<file path="src/hdl/erfra_pkg.sv">
// types and constants of the erf rational approximation core
// Q30 coefficients, reciprocal table for the exp cells, cell payload structs
package erfra_pkg;

    localparam int QBITS        = 30;
    localparam int IN_FRAC_BITS = 28;
    localparam int IN_SHIFT     = QBITS - IN_FRAC_BITS;
    localparam int EXP_TERMS    = 12;
    localparam int DIV_CELLS    = 31;
    localparam int HRN_CELLS    = 5;
    localparam int RECIP_SHIFT  = 34;

    localparam logic [63:0] Q_ONE = 64'd1 << QBITS;
    localparam logic [63:0] RND   = 64'd1 << (QBITS - 1);

    localparam logic [63:0] BIG_ARG = 64'd6 << QBITS;

    localparam logic [29:0] COEF_P = 30'((64'd3275911 * 64'd1073741824 + 64'd5000000)
                                         / 64'd10000000);
    localparam logic [30:0] LOG2E  = 31'((64'd14426950409 * 64'd1073741824
                                         + 64'd5000000000) / 64'd10000000000);
    localparam logic [29:0] LN2    = 30'((64'd6931471806 * 64'd1073741824
                                         + 64'd5000000000) / 64'd10000000000);

    localparam logic signed [33:0] A0 =  $signed(34'((64'd2548295920 * 64'd1073741824
                                         + 64'd5000000000) / 64'd10000000000));
    localparam logic signed [33:0] A1 = -$signed(34'((64'd2844967360 * 64'd1073741824
                                         + 64'd5000000000) / 64'd10000000000));
    localparam logic signed [33:0] A2 =  $signed(34'((64'd1421413741 * 64'd1073741824
                                         + 64'd500000000) / 64'd1000000000));
    localparam logic signed [33:0] A3 = -$signed(34'((64'd1453152027 * 64'd1073741824
                                         + 64'd500000000) / 64'd1000000000));
    localparam logic signed [33:0] A4 =  $signed(34'((64'd1061405429 * 64'd1073741824
                                         + 64'd500000000) / 64'd1000000000));

    // horner coefficients in cell order, the last cell only multiplies by t
    localparam logic signed [33:0] HRN_COEF [HRN_CELLS] = '{A3, A2, A1, A0, 34'sd0};

    localparam logic [63:0] REC_NUM = 64'd1 << RECIP_SHIFT;

    // ceil(2^34 / k) for k = 12 down to 1
    localparam logic [34:0] EXP_RECIP [EXP_TERMS] = '{
        35'((REC_NUM + 64'd11) / 64'd12),
        35'((REC_NUM + 64'd10) / 64'd11),
        35'((REC_NUM + 64'd9)  / 64'd10),
        35'((REC_NUM + 64'd8)  / 64'd9),
        35'((REC_NUM + 64'd7)  / 64'd8),
        35'((REC_NUM + 64'd6)  / 64'd7),
        35'((REC_NUM + 64'd5)  / 64'd6),
        35'((REC_NUM + 64'd4)  / 64'd5),
        35'((REC_NUM + 64'd3)  / 64'd4),
        35'((REC_NUM + 64'd2)  / 64'd3),
        35'((REC_NUM + 64'd1)  / 64'd2),
        35'(REC_NUM)
    };

    // k / 2 for k = 12 down to 1
    localparam logic [2:0] EXP_HALF [EXP_TERMS] = '{
        3'd6, 3'd5, 3'd5, 3'd4, 3'd4, 3'd3, 3'd3, 3'd2, 3'd2, 3'd1, 3'd1, 3'd0
    };

    typedef struct packed {
        logic        neg;
        logic        big;
        logic [31:0] d;
        logic [30:0] e;
    } t_ctx;

    typedef struct packed {
        logic [29:0] u;
        logic [5:0]  n;
        logic [30:0] s;
    } t_exp;

    typedef struct packed {
        logic [32:0] rem;
        logic [30:0] sh;
        logic [30:0] quo;
    } t_div;

    typedef struct packed {
        logic [30:0]        t;
        logic signed [33:0] s;
    } t_hrn;

endpackage

</file>
<file path="src/hdl/erfra_div_cell.sv">
// one quotient bit of the restoring divider for t = 2^60 / d
// depends on erfra_pkg
module erfra_div_cell (
    input  logic              i_clk,
    input  logic              i_rst_n,
    input  logic              i_ce,
    input  logic              i_valid,
    input  erfra_pkg::t_ctx   i_ctx,
    input  erfra_pkg::t_div   i_data,
    output logic              o_valid,
    output erfra_pkg::t_ctx   o_ctx,
    output erfra_pkg::t_div   o_data
);

    logic            r_valid;
    erfra_pkg::t_ctx r_ctx;
    erfra_pkg::t_div r_data;

    logic [32:0] n_rem2;
    logic [32:0] n_dx;
    logic        n_ge;

    always_comb begin
        n_rem2 = {i_data.rem[31:0], i_data.sh[30]};
        n_dx   = {1'b0, i_ctx.d};
        n_ge   = (n_rem2 >= n_dx);
    end

    always_ff @(posedge i_clk) begin
        if (!i_rst_n) begin
            r_valid <= 1'b0;
        end else if (i_ce) begin
            r_valid <= i_valid;
        end
    end

    always_ff @(posedge i_clk) begin
        if (i_ce) begin
            r_ctx        <= i_ctx;
            r_data.rem   <= n_ge ? (n_rem2 - n_dx) : n_rem2;
            r_data.sh    <= {i_data.sh[29:0], 1'b0};
            r_data.quo   <= {i_data.quo[29:0], n_ge};
        end
    end

    assign o_valid = r_valid;
    assign o_ctx   = r_ctx;
    assign o_data  = r_data;

endmodule

</file>
<file path="config.mk">
export PLATFORM = sky130hd
export DESIGN_NAME = erfra_div_cell
export DESIGN_NICKNAME = d
export VERILOG_FILES = /design/src/hdl/erfra_pkg.sv /design/src/hdl/erfra_div_cell.sv
export SDC_FILE = /design/constraint.sdc
export NUM_CORES = 1
export LEC_CHECK = 0
export ABC_CLOCK_PERIOD_IN_PS = 6900
export BUFFER_PORTS_ARGS = -buffer_cell sky130_fd_sc_hd__buf_4
export CAP_MARGIN = 20
export CORE_AREA = 2 2 126 128
export CTS_CLUSTER_SIZE = 30
export DETAILED_ROUTE_END_ITERATION = 10
export DIE_AREA = 0 0 128 130
export GPL_TIMING_DRIVEN = 0
export PLACE_DENSITY = 0.81
export SLEW_MARGIN = 20
export SYNTH_ARGS = -nofsm -noshare
export SYNTH_HDL_FRONTEND = slang
export SYNTH_SLANG_ARGS = --single-unit
export TNS_END_PERCENT = 5
</file>
<file path="constraint.sdc">
create_clock -name i_clk -period 6.9 [get_ports i_clk]
set_input_delay 0 -clock i_clk [delete_from_list [all_inputs] [get_ports i_clk]]
set_output_delay 0 -clock i_clk [all_outputs]
set_load 0.05 [all_outputs]
</file>
==> summary.txt <==
STA
  • Fmax: 0.355 GHz
  • Final Hold Violating Endpoints: 0
  • Post-route fraction of the period consumed by the critical path: 40.9%
  • Final setup violation count: 0
  • Worst relative slew slack: 62.0%
  • RSZ-0062 raised after global routing: false
  • Time the worst path needs with I/O delays and setup: 2.82 ns
  • Slew Limit Fails: 0
  • Transition time of the tightest slew-check pin: 0.570 ns
  • Setup TNS Final: 0 ns
  • Largest clock skew in the final design: 0 ns

Yosys
  • Xor/xnor cell area share of the yosys netlist: 3.26%
  • Most used flip-flop cell after synthesis: edfxtp_1
  • Count of yosys warnings during synthesis: 0
  • Cell area after technology mapping: 0.00725 sq mm
  • Synthesized netlist net count: 740
  • Post-synthesis average cell area: 13.4 sq um
  • Part of the Yosys area used for sequential elements: 66.1%
  • Count of flip-flops with a built-in enable after synthesis: 159
  • Synth Instances: 543
  • Number of distinct library cell variants in the gate-level netlist after synthesis: 63
  • Mux cell area share after synthesis: 0.293%
  • Complex-gate fraction of the synthesized area: 12.7%
  • Dominant combinational cell family by area after synthesis: compound AO/OA/AOI/OAI gates
  • Simple-gate portion of the synthesized area: 8.51%
  • Number of storage elements in the synthesis netlist: 160
  • Share of synthesized flip-flops with an asynchronous set or reset: 0%
  • Share of synthesized cell area in full adder, half adder and majority cells: 5.80%

Pwr
  • Proportion of total power due to net switching: 35.0%
  • Proportion of power drawn by flip-flops and latches: 39.8%
  • Switching power of the nets: 1080 uW
  • Internal power component: 1990 uW
  • PD cells: 254 mW/mm^2
  • Part of the total power dissipated in combinational logic: 31.0%
  • Power share of the clock group: 29.3%
  • Worst ir drop on vdd: 186 uV
  • Leak pwr: 0.00530 uW
  • Final total power: 3070 uW

Worst setup path
  • Slowest CP cell: dlygate4sd3_1
  • Largest stage delay on the critical path: 0.54 ns
  • Data required time of the worst path: 7.06 ns
  • Crit start category: primary input
  • Crit path capture type: register
  • Data arrival time at the worst-slack endpoint: 2.97 ns
  • Cells along the critical path: dlygate4sd3_1 > buf_4 > ha_1 > fa_1 > nor2b_1 > o21bai_1 > a21oi_1 > o21ai_0 > o21ai_0 > a311oi_1 > xor2_1 > o21ai_0
  • Crit-path max FO: 2
  • Cell type with the highest occurrence count on the critical path: o21ai_0
  • Category of the most critical setup path: in2reg

Clocking
  • Post-CTS clock slew at the launch and capture registers of the worst setup and hold paths: 0.07 ns
  • Number of buffers on the longest clock path: 2
  • Number of buffers created by CTS: 17
  • Clock tree from TritonCTS: yes
  • Worst-Skew Late Latency: 0.42 ns
  • CTS H-tree lvls: 4
  • Buffer cell driving the clock tree root: clkbuf_16
  • Sinks on the clock net: 160
  • Post-CTS repair timing setup buffer count: 0

Die
  • Number of cell rows: 46
  • Placeable Area: 0.0154 sq mm
  • Die outline area: 0.0166 sq mm
  • Chip Height: 130 um
  • Starting utilization of the core area: 47.0%
  • Horizontal die dimension: 128 um
  • I/O pins: 325

Cells and area
  • Growth of design area from synthesis to finish: 66.5%
  • Final instance area: 0.0121 sq mm
  • Register area: 0.00479 sq mm
  • Filler Cells Inserted: 893
  • Non-filler cells in the finished layout: 1,248
  • Layout cells sized above 1: 35.9%
  • Commonest cells after routing, fill and taps aside: buf_4 (321), edfxtp_1 (159), dlygate4sd3_1 (158)
  • Multi-input combinational cell area: 0.00222 sq mm
  • Final core utilization: 78.2%
  • Fin nets: 1,239
  • Most common library cell in the layout ignoring fill and taps: buf_4

Drt
  • DRC violations left: 0
  • Vias per Instance: 5.27
  • Detail Route Antenna Nets: 0
  • Total number of vias: 6,583
  • Detailed Route WL: 26,300 um
  • Initial drt markers: 617
  • First drt pass iteration count: 5
  • Post-detailed-route wirelength per cell: 21.1 um

Placed design
  • Placer congestion estimate: 0.867
  • HPWL after DPL: 16,400 um
  • Area post-placement: 0.00993 sq mm
  • Total placed cells including tap cells: 1,057
  • IO buf count: 321

Global route
  • Aggregate global routing overflow: 0
  • Maximum number of pins on one net before global-route repair: 91
  • Antenna violations before repair: 3
  • Wire length of the first global-routing pass: 37,800 um
  • Combined global-route utilization of all metal layers: 30.6%
  • Number of global-route vias before repair: 6,533

Run
  • Maximum capacitance violations: 0

Run status
  • Status: completed

Hold path
  • Kind of path behind the tightest hold check: in2reg
==> final timing paths <==
kind                                  from         end  slack [ns]  cells after the start
worst max register to register     o_valid     o_valid        5.64                      3
worst max-delay path             i_ctx[31]  o_data[86]        4.08                     12
worst min-delay path            i_data[91]  o_data[92]        0.01                      3
worst min register to register     o_valid     o_valid        1.20                      3
==> flip-flops by register name (all words and copies together), names as in the netlist <==
register,flops
o_data,94
o_ctx,65
o_valid,1
==> power by group through the flow <==
stage | Combinational [uW] | Sequential (uW) | Clock (uW)
after floorplan | 206 | 1570 | 0
after CTS | 933 | 1210 | 894
after global placement | 840 | 1230 | 0
after detailed placement | 851 | 1230 | 0
final | 950 | 1220 | 898
after global routing | 992 | 1230 | 947
==> timing repair <==
| item | in CTS | in global routing |
|---|---|---|
| hold endpoints to repair | 157 | 0 |
| endpoints found under the setup margin | 0 | 0 |
| gates resized for setup | 0 | 0 |
| hold buffers | 158 | 0 |
==> per-stage QoR <==
| step | setup slack, ns | hold WS (ns) |
|---|---|---|
| 2_1_floorplan | 4.62 | 0.0989 |
| 3_3_place_gp | 4.18 | 0.178 |
| 3_5_place_dp | 4.20 | 0.179 |
| 4_1_cts | 4.10 | 0.00174 |
| 5_1_grt | 3.94 | 0.0312 |
| 6_report | 4.08 | 0.0107 |
==> routing by layer <==
metal	share of wire [%]	up-vias	GRT usage (%)	wire length (um)
met2	50	341	52.5	13100
met3	7.0	79	8.82	1840
met4	5.3	4	16.6	1400
li1	-	3015	-	-
met1	38	3144	34.8	9900
met5	0.10	-	0	27
==> synthesized netlist by cell type (6+ instances only) <==
master    number  area share [%]
a211oi_1       6            0.62
a21o_1        19             2.0
a21oi_1       26             1.8
buf_2          7            0.48
edfxtp_1     159              66
ha_1          32             5.5
inv_1         38             2.0
nand2_1       56             2.9
nand2b_1       8            0.69
nand3_1        8            0.55
nor2_1        23             1.2
nor2b_1        6            0.52
o21ai_0       45             3.1
xnor2_1        9             1.1
xor2_1        18             2.2
==> worst max-delay path: cells and delay by family <==
| family | cells | cell delay (ns) |
|---|---|---|
| buffers and inverters | 2 | 0.68 |
| AOI/OAI and AO/OA | 6 | 1.30 |
| adders and majority gates | 2 | 0.61 |
| xor gates and xnor gates | 1 | 0.20 |
| and+or+nand+nor | 1 | 0.17 |
==> logic make-up (layout without fill, tap and decap cells) <==
| logic type | Yosys count | after routing |
|---|---|---|
| buffers and inverters | 55 | 567 |
| adder cells (fa/ha/maj) | 33 | 33 |
| AO/OA/AOI/OAI | 136 | 136 |
| flip-flops | 160 | 160 |
| multiplexers | 2 | 2 |
| XOR/XNOR | 27 | 27 |
| other | 1 | 2 |
| AND/OR/NAND/NOR | 129 | 129 |
==> area by class of cell <==
class                      count  area share (%)
tap                          192            1.99
buffer                        16           0.736
antenna                        1          0.0207
sequential                   160            39.7
clock buffer                  17            3.53
multi-input combinational    328            18.4
clock inverter                15            1.03
inverter                      39            1.21
timing repair buffer         480            33.4
No activity file was read; power rests on OpenSTA's default activity.
