## config.mk

```make
export PLATFORM = sky130hd
export DESIGN_NAME = erfra_horner_cell
export DESIGN_NICKNAME = d
export VERILOG_FILES = /design/src/hdl/erfra_pkg.sv /design/src/hdl/erfra_horner_cell.sv
export SDC_FILE = /design/constraint.sdc
export NUM_CORES = 2
export LEC_CHECK = 0
export ABC_AREA = 1
export BUFFER_PORTS_ARGS = -buffer_cell sky130_fd_sc_hd__buf_2
export CAP_MARGIN = 10
export CORE_MARGIN = 5
export CORE_UTILIZATION = 65
export CTS_CLUSTER_DIAMETER = 40
export CTS_CLUSTER_SIZE = 40
export DETAILED_ROUTE_END_ITERATION = 6
export PLACE_DENSITY = 0.85
export SKIP_CTS_REPAIR_TIMING = 1
export SYNTH_ARGS = -nofsm -noshare
export SYNTH_HDL_FRONTEND = slang
export SYNTH_SLANG_ARGS = --single-unit
```

## constraint.sdc

```tcl
create_clock -name i_clk -period 18.9 [get_ports i_clk]
set_input_delay 5.67 -clock i_clk [delete_from_list [all_inputs] [get_ports i_clk]]
set_output_delay 5.67 -clock i_clk [all_outputs]
set_load 0.03 [all_outputs]
```

## src/hdl/erfra_pkg.sv

```systemverilog
// types and constants of the erf rational approximation core
// Q30 coefficients, reciprocal table for the exp cells, cell payload structs
package erfra_pkg;

    localparam int QBITS        = 30;
    localparam int IN_FRAC_BITS = 28;
    localparam int IN_SHIFT     = QBITS - IN_FRAC_BITS;
    localparam int EXP_TERMS    = 12;
    localparam int DIV_CELLS    = 31;
    localparam int HRN_CELLS    = 5;
    localparam int RECIP_SHIFT  = 34;

    localparam logic [63:0] Q_ONE = 64'd1 << QBITS;
    localparam logic [63:0] RND   = 64'd1 << (QBITS - 1);

    localparam logic [63:0] BIG_ARG = 64'd6 << QBITS;

    localparam logic [29:0] COEF_P = 30'((64'd3275911 * 64'd1073741824 + 64'd5000000)
                                         / 64'd10000000);
    localparam logic [30:0] LOG2E  = 31'((64'd14426950409 * 64'd1073741824
                                         + 64'd5000000000) / 64'd10000000000);
    localparam logic [29:0] LN2    = 30'((64'd6931471806 * 64'd1073741824
                                         + 64'd5000000000) / 64'd10000000000);

    localparam logic signed [33:0] A0 =  $signed(34'((64'd2548295920 * 64'd1073741824
                                         + 64'd5000000000) / 64'd10000000000));
    localparam logic signed [33:0] A1 = -$signed(34'((64'd2844967360 * 64'd1073741824
                                         + 64'd5000000000) / 64'd10000000000));
    localparam logic signed [33:0] A2 =  $signed(34'((64'd1421413741 * 64'd1073741824
                                         + 64'd500000000) / 64'd1000000000));
    localparam logic signed [33:0] A3 = -$signed(34'((64'd1453152027 * 64'd1073741824
                                         + 64'd500000000) / 64'd1000000000));
    localparam logic signed [33:0] A4 =  $signed(34'((64'd1061405429 * 64'd1073741824
                                         + 64'd500000000) / 64'd1000000000));

    // horner coefficients in cell order, the last cell only multiplies by t
    localparam logic signed [33:0] HRN_COEF [HRN_CELLS] = '{A3, A2, A1, A0, 34'sd0};

    localparam logic [63:0] REC_NUM = 64'd1 << RECIP_SHIFT;

    // ceil(2^34 / k) for k = 12 down to 1
    localparam logic [34:0] EXP_RECIP [EXP_TERMS] = '{
        35'((REC_NUM + 64'd11) / 64'd12),
        35'((REC_NUM + 64'd10) / 64'd11),
        35'((REC_NUM + 64'd9)  / 64'd10),
        35'((REC_NUM + 64'd8)  / 64'd9),
        35'((REC_NUM + 64'd7)  / 64'd8),
        35'((REC_NUM + 64'd6)  / 64'd7),
        35'((REC_NUM + 64'd5)  / 64'd6),
        35'((REC_NUM + 64'd4)  / 64'd5),
        35'((REC_NUM + 64'd3)  / 64'd4),
        35'((REC_NUM + 64'd2)  / 64'd3),
        35'((REC_NUM + 64'd1)  / 64'd2),
        35'(REC_NUM)
    };

    // k / 2 for k = 12 down to 1
    localparam logic [2:0] EXP_HALF [EXP_TERMS] = '{
        3'd6, 3'd5, 3'd5, 3'd4, 3'd4, 3'd3, 3'd3, 3'd2, 3'd2, 3'd1, 3'd1, 3'd0
    };

    typedef struct packed {
        logic        neg;
        logic        big;
        logic [31:0] d;
        logic [30:0] e;
    } t_ctx;

    typedef struct packed {
        logic [29:0] u;
        logic [5:0]  n;
        logic [30:0] s;
    } t_exp;

    typedef struct packed {
        logic [32:0] rem;
        logic [30:0] sh;
        logic [30:0] quo;
    } t_div;

    typedef struct packed {
        logic [30:0]        t;
        logic signed [33:0] s;
    } t_hrn;

endpackage

```

## src/hdl/erfra_horner_cell.sv

```systemverilog
// one horner step of the erf polynomial: s <= coef + t*s, two register stages
// depends on erfra_pkg
module erfra_horner_cell (
    input  logic                  i_clk,
    input  logic                  i_rst_n,
    input  logic                  i_ce,
    input  logic signed [33:0]    i_coef,
    input  logic                  i_valid,
    input  erfra_pkg::t_ctx       i_ctx,
    input  erfra_pkg::t_hrn       i_data,
    output logic                  o_valid,
    output erfra_pkg::t_ctx       o_ctx,
    output erfra_pkg::t_hrn       o_data
);

    logic            r_a_valid, r_b_valid;
    erfra_pkg::t_ctx r_a_ctx, r_b_ctx;
    logic [30:0]     r_a_t;
    logic            r_a_sgn;
    logic [63:0]     r_a_prod;
    erfra_pkg::t_hrn r_b_data;

    logic              n_neg;
    logic [32:0]       n_ms;
    logic [33:0]       n_v;
    logic signed [33:0] n_sv;

    always_comb begin
        n_neg = i_data.s[33];
        n_ms  = n_neg ? 33'(-i_data.s) : 33'(i_data.s);
        n_v   = 34'((65'(r_a_prod) + 65'(erfra_pkg::RND)) >> erfra_pkg::QBITS);
        n_sv  = r_a_sgn ? -$signed(n_v) : $signed(n_v);
    end

    always_ff @(posedge i_clk) begin
        if (!i_rst_n) begin
            r_a_valid <= 1'b0;
            r_b_valid <= 1'b0;
        end else if (i_ce) begin
            r_a_valid <= i_valid;
            r_b_valid <= r_a_valid;
        end
    end

    always_ff @(posedge i_clk) begin
        if (i_ce) begin
            r_a_ctx    <= i_ctx;
            r_a_t      <= i_data.t;
            r_a_sgn    <= n_neg;
            r_a_prod   <= 64'(i_data.t) * 64'(n_ms);
            r_b_ctx    <= r_a_ctx;
            r_b_data.t <= r_a_t;
            r_b_data.s <= i_coef + n_sv;
        end
    end

    assign o_valid = r_b_valid;
    assign o_ctx   = r_b_ctx;
    assign o_data  = r_b_data;

endmodule

```

==> impl_results.html <==
<table>
<tr><th>Metric</th><th>Value</th></tr>
<tr><th colspan="2">Timing</th></tr>
<tr><td>Top achievable clock speed</td><td>65.8 MHz</td></tr>
<tr><td>Final Max Slew Viols</td><td>0</td></tr>
<tr><td>Slew HR</td><td>14.3%</td></tr>
<tr><td>Setup repair after global routing missed its margin</td><td>false</td></tr>
<tr><td>Worst clock skew</td><td>34.7 ps</td></tr>
<tr><td>Transition at the pin with the smallest max-transition slack</td><td>1280 ps</td></tr>
<tr><td>Post-Route Setup TNS</td><td>0 ps</td></tr>
<tr><td>Final worst-path cycle share</td><td>80.4%</td></tr>
<tr><td>Minimum clock period after layout</td><td>15,190 ps</td></tr>
<tr><td>Worst-case hold slack</td><td>395 ps</td></tr>
<tr><td>Count of endpoints failing setup in the final report</td><td>0</td></tr>
<tr><td>Count of final hold-check violations</td><td>0</td></tr>
<tr><th colspan="2">Worst setup path</th></tr>
<tr><td>Path depth of the worst reg2reg path</td><td>24</td></tr>
<tr><td>Type of the worst setup path</td><td>in2reg</td></tr>
<tr><td>Largest fanout of any net on the critical path</td><td>30</td></tr>
<tr><td>Capture point of the worst reg-to-reg path</td><td>o_data[33]$_DFFE_PP_</td></tr>
<tr><td>Required time of the critical path</td><td>19,210 ps</td></tr>
<tr><td>R2R Path Start</td><td>r_a_prod[29]$_DFFE_PP_</td></tr>
<tr><td>Data arrival, critical path</td><td>15,510 ps</td></tr>
<tr><td>Most frequent cell on the critical path</td><td>fa_1</td></tr>
<tr><td>Critical path capture point type</td><td>flip-flop</td></tr>
<tr><td>Crit start category</td><td>primary input</td></tr>
<tr><td>Worst path max stage delay</td><td>690 ps</td></tr>
<tr><td>Slack of the worst reg-to-reg path</td><td>14,300 ps</td></tr>
<tr><td>Worst-path cell with the longest stage delay</td><td>nand2_1</td></tr>
<tr><th colspan="2">Worst hold path</th></tr>
<tr><td>Hold wc startpoint</td><td>r_a_ctx[39]$_DFFE_PP_</td></tr>
<tr><td>Path type of the worst min-delay path</td><td>reg2reg</td></tr>
<tr><td>Min-Delay Endpoint</td><td>o_ctx[39]$_DFFE_PP_</td></tr>
<tr><td>Worst hold path cell count</td><td>0</td></tr>
<tr><th colspan="2">Clocking</th></tr>
<tr><td>Clock insertion delay at the later pin of the skew report</td><td>560 ps</td></tr>
<tr><td>H-Tree Level Count</td><td>2</td></tr>
<tr><td>Clk sink count</td><td>264</td></tr>
<tr><td>TritonCTS clock tree</td><td>yes</td></tr>
<tr><td>Root cell of the clock tree</td><td>clkbuf_16</td></tr>
<tr><td>Clock buffer count from CTS</td><td>37</td></tr>
<tr><td>Worst-case clock buffer depth</td><td>3</td></tr>
<tr><td>Clock Pin Slew Worst Setup and Hold Paths</td><td>60 ps</td></tr>
<tr><th colspan="2">Logic synthesis</th></tr>
<tr><td>Flop and latch count out of synthesis</td><td>264</td></tr>
<tr><td>Sequential share of the synthesized area</td><td>17.3%</td></tr>
<tr><td>Cell area after synthesis</td><td>0.0458 mm2</td></tr>
<tr><td>Average size of a mapped cell</td><td>8.74 um2</td></tr>
<tr><td>Ys Warns</td><td>0</td></tr>
<tr><td>Synth cell types</td><td>55</td></tr>
<tr><td>Proportion of synthesized flip-flops having asynchronous set or reset</td><td>0%</td></tr>
<tr><td>Mapped Cells</td><td>5,238</td></tr>
<tr><td>Number of nets produced by synthesis</td><td>6,591</td></tr>
<tr><td>Number of flops mapped to enable cells by yosys</td><td>262</td></tr>
<tr><td>Post-synth top flop</td><td>edfxtp_1</td></tr>
<tr><th colspan="2">Drt</th></tr>
<tr><td>Vias per cell</td><td>5.89</td></tr>
<tr><td>Post-route ant nets</td><td>0</td></tr>
<tr><td>DR iter-0 viols</td><td>3,736</td></tr>
<tr><td>DRC viols</td><td>0</td></tr>
<tr><td>Total wire length after detailed routing</td><td>149 mm</td></tr>
<tr><td>Detailed-routing iteration count for the pre-antenna-repair pass</td><td>7</td></tr>
<tr><td>Detail-routed net length per standard cell</td><td>23.3 um</td></tr>
<tr><td>Via count</td><td>37,700</td></tr>
<tr><th colspan="2">Global route</th></tr>
<tr><td>Remaining Overflow, GRT</td><td>0</td></tr>
<tr><td>Tot GR Track Use</td><td>40.0%</td></tr>
<tr><td>Wire length of the first global-routing pass</td><td>227 mm</td></tr>
<tr><td>Pin count of the biggest net entering global routing</td><td>108</td></tr>
<tr><td>Number of antenna violations at the first check in global routing</td><td>2</td></tr>
<tr><td>Vias in the first global route</td><td>40,000</td></tr>
<tr><th colspan="2">Status</th></tr>
<tr><td>Status</td><td>finished, final reports clean</td></tr>
<tr><th colspan="2">Placed design</th></tr>
<tr><td>Port Buf Inserts</td><td>298</td></tr>
<tr><td>Placed cells</td><td>6,342</td></tr>
<tr><td>GP Congestion</td><td>1.03</td></tr>
<tr><td>Total half-perimeter wirelength after legalization and detailed placement</td><td>120 mm</td></tr>
<tr><th colspan="2">Layout</th></tr>
<tr><td>Nets@finish</td><td>6,794</td></tr>
<tr><td>Share of cells above drive strength 1</td><td>9.66%</td></tr>
<tr><td>Final cell count without fillers</td><td>6,409</td></tr>
<tr><td>Number of fill cells</td><td>5,343</td></tr>
<tr><td>Area growth from synthesis to layout</td><td>7.87%</td></tr>
<tr><td>Total area of multi-input combinational cells</td><td>0.0328 mm2</td></tr>
<tr><td>Seq. cell area</td><td>0.00791 mm2</td></tr>
<tr><th colspan="2">Floorplanning</th></tr>
<tr><td>Die Span Y</td><td>275 um</td></tr>
<tr><td>Overall die width</td><td>275 um</td></tr>
<tr><td>Core Rows</td><td>97</td></tr>
<tr><td>I/O Pins</td><td>299</td></tr>
<tr><td>DIE AREA</td><td>0.0758 mm2</td></tr>
<tr><td>Effective utilization at floorplan</td><td>65.5%</td></tr>
<tr><td>Core area</td><td>0.0699 mm2</td></tr>
<tr><th colspan="2">Run</th></tr>
<tr><td>Max-cap check violation count</td><td>0</td></tr>
</table>
-- how the worst max path moves through the flow --
stage	from	cells after the start	endpoint	slack, ps
2_1_floorplan	i_data[0]	33	r_a_prod[58]$_DFFE_PP_	5920
3_3_place_gp	i_data[0]	34	r_a_prod[53]$_DFFE_PP_	3480
3_5_place_dp	i_data[0]	34	r_a_prod[53]$_DFFE_PP_	3380
4_1_cts	i_data[0]	34	r_a_prod[53]$_DFFE_PP_	3950
5_1_grt	i_data[0]	34	r_a_prod[53]$_DFFE_PP_	3410
6_report	i_data[0]	34	r_a_prod[53]$_DFFE_PP_	3710
-- state kept, by name, indices dropped and copies added, names as in the netlist --
| signal | cells |
|---|---|
| o_data | 65 |
| r_a_ctx | 65 |
| o_ctx | 65 |
| r_a_prod | 35 |
| r_a_sgn | 1 |
| r_a_t | 31 |
| o_valid | 1 |
| r_a_valid | 1 |
-- per-layer routing --
metal	GRT usage [%]	part of all wire, %
met1	47.1	33
met2	64.9	46
met3	11.3	12
met4	25.4	8.6
met5	0	0.0087
-- cells by family (layout without fill, tap and decap cells) --
family / Yosys count / in the layout / synth area share [%]
other: 0 / 1 / 0
xor gates and xnor gates: 91 / 91 / 1.77
DFF: 264 / 264 / 17.3
AOI/OAI and AO/OA: 363 / 363 / 4.57
and+or+nand+nor: 2005 / 2005 / 18.2
adders and majority gates: 1185 / 1185 / 47.1
buffers and inverters: 1330 / 1560 / 11.1
-- Yosys cell counts (12+ instances only) --
master,count,share of area [%]
xor2_1,67,1.3
inv_2,15,0.12
nand2_1,989,8.1
o21a_1,12,0.20
o21ai_0,91,1.0
a31oi_1,13,0.18
inv_1,1122,9.2
a21oi_2,20,0.38
nor2_4,17,0.42
fa_1,895,39
o21bai_1,18,0.30
xnor2_1,22,0.42
ha_1,290,7.9
nor2_1,715,5.9
nand4_1,20,0.27
nor3_1,31,0.34
clkbuf_1,138,1.1
nand2_2,26,0.36
a21oi_1,167,1.8
a21o_1,17,0.28
nand3_1,143,1.6
nor2_2,12,0.16
buf_2,22,0.24
edfxtp_1,262,17
clkinv_1,18,0.15
-- metrics by stage --
stage	utilization, %	setup slack [ps]	cell area (um2)
after global routing	70.6	3410	49400
after floorplan	-	5920	45800
final	70.6	3710	49400
after detailed placement	68.6	3380	48000
after global placement	68.6	3480	48000
after CTS	70.6	3950	49400
-- cell usage in the layout, fill, tap and decap left out, types with 5 or more instances in the layout --
| cell type | Yosys | layout |
|---|---|---|
| inv_1 | 1122 | 1122 |
| nand2_1 | 989 | 989 |
| fa_1 | 895 | 895 |
| nor2_1 | 715 | 715 |
| buf_2 | 22 | 297 |
| ha_1 | 290 | 290 |
| edfxtp_1 | 262 | 262 |
| a21oi_1 | 167 | 167 |
| nand3_1 | 143 | 143 |
| o21ai_0 | 91 | 91 |
| xor2_1 | 67 | 67 |
| buf_4 | 5 | 41 |
| clkbuf_16 | 0 | 38 |
| nor3_1 | 31 | 31 |
| nand2_2 | 26 | 26 |
| xnor2_1 | 22 | 22 |
| nand4_1 | 20 | 20 |
| a21oi_2 | 20 | 20 |
| clkinv_1 | 18 | 19 |
| o21bai_1 | 18 | 18 |
| nor2_4 | 17 | 17 |
| a21o_1 | 17 | 17 |
| inv_2 | 15 | 15 |
| a31oi_1 | 13 | 13 |
| nor2_2 | 12 | 12 |
| o21a_1 | 12 | 12 |
| nand2_4 | 10 | 10 |
| nand3b_1 | 9 | 9 |
| or2_2 | 8 | 8 |
| nor4_1 | 8 | 8 |
| clkinv_8 | 0 | 8 |
| a21boi_0 | 7 | 7 |
| bufinv_16 | 0 | 5 |
-- cell type report --
| class | count | area share, % |
|---|---|---|
| Multi-Input combinational cell | 3644 | 66.4 |
| Clock buffer | 40 | 1.96 |
| Timing Repair Buffer | 339 | 3.67 |
| Inverter | 1155 | 8.78 |
| Sequential cell | 264 | 16.0 |
| Antenna cell | 1 | 0.00507 |
| Tap cell | 940 | 2.38 |
| Clock inverter | 26 | 0.816 |
-- critical path: cells and delay by family --
| kind | cells | cell delay (ps) |
|---|---|---|
| buffers and inverters | 9 | 940 |
| xor gates and xnor gates | 1 | 110 |
| adders and majority gates | 10 | 4700 |
| AOI/OAI and AO/OA | 5 | 1540 |
| and+or+nand+nor | 9 | 2500 |
Power is not shown: default switching activity piles up to over one toggle a cycle in this logic, so the estimate is an artifact.
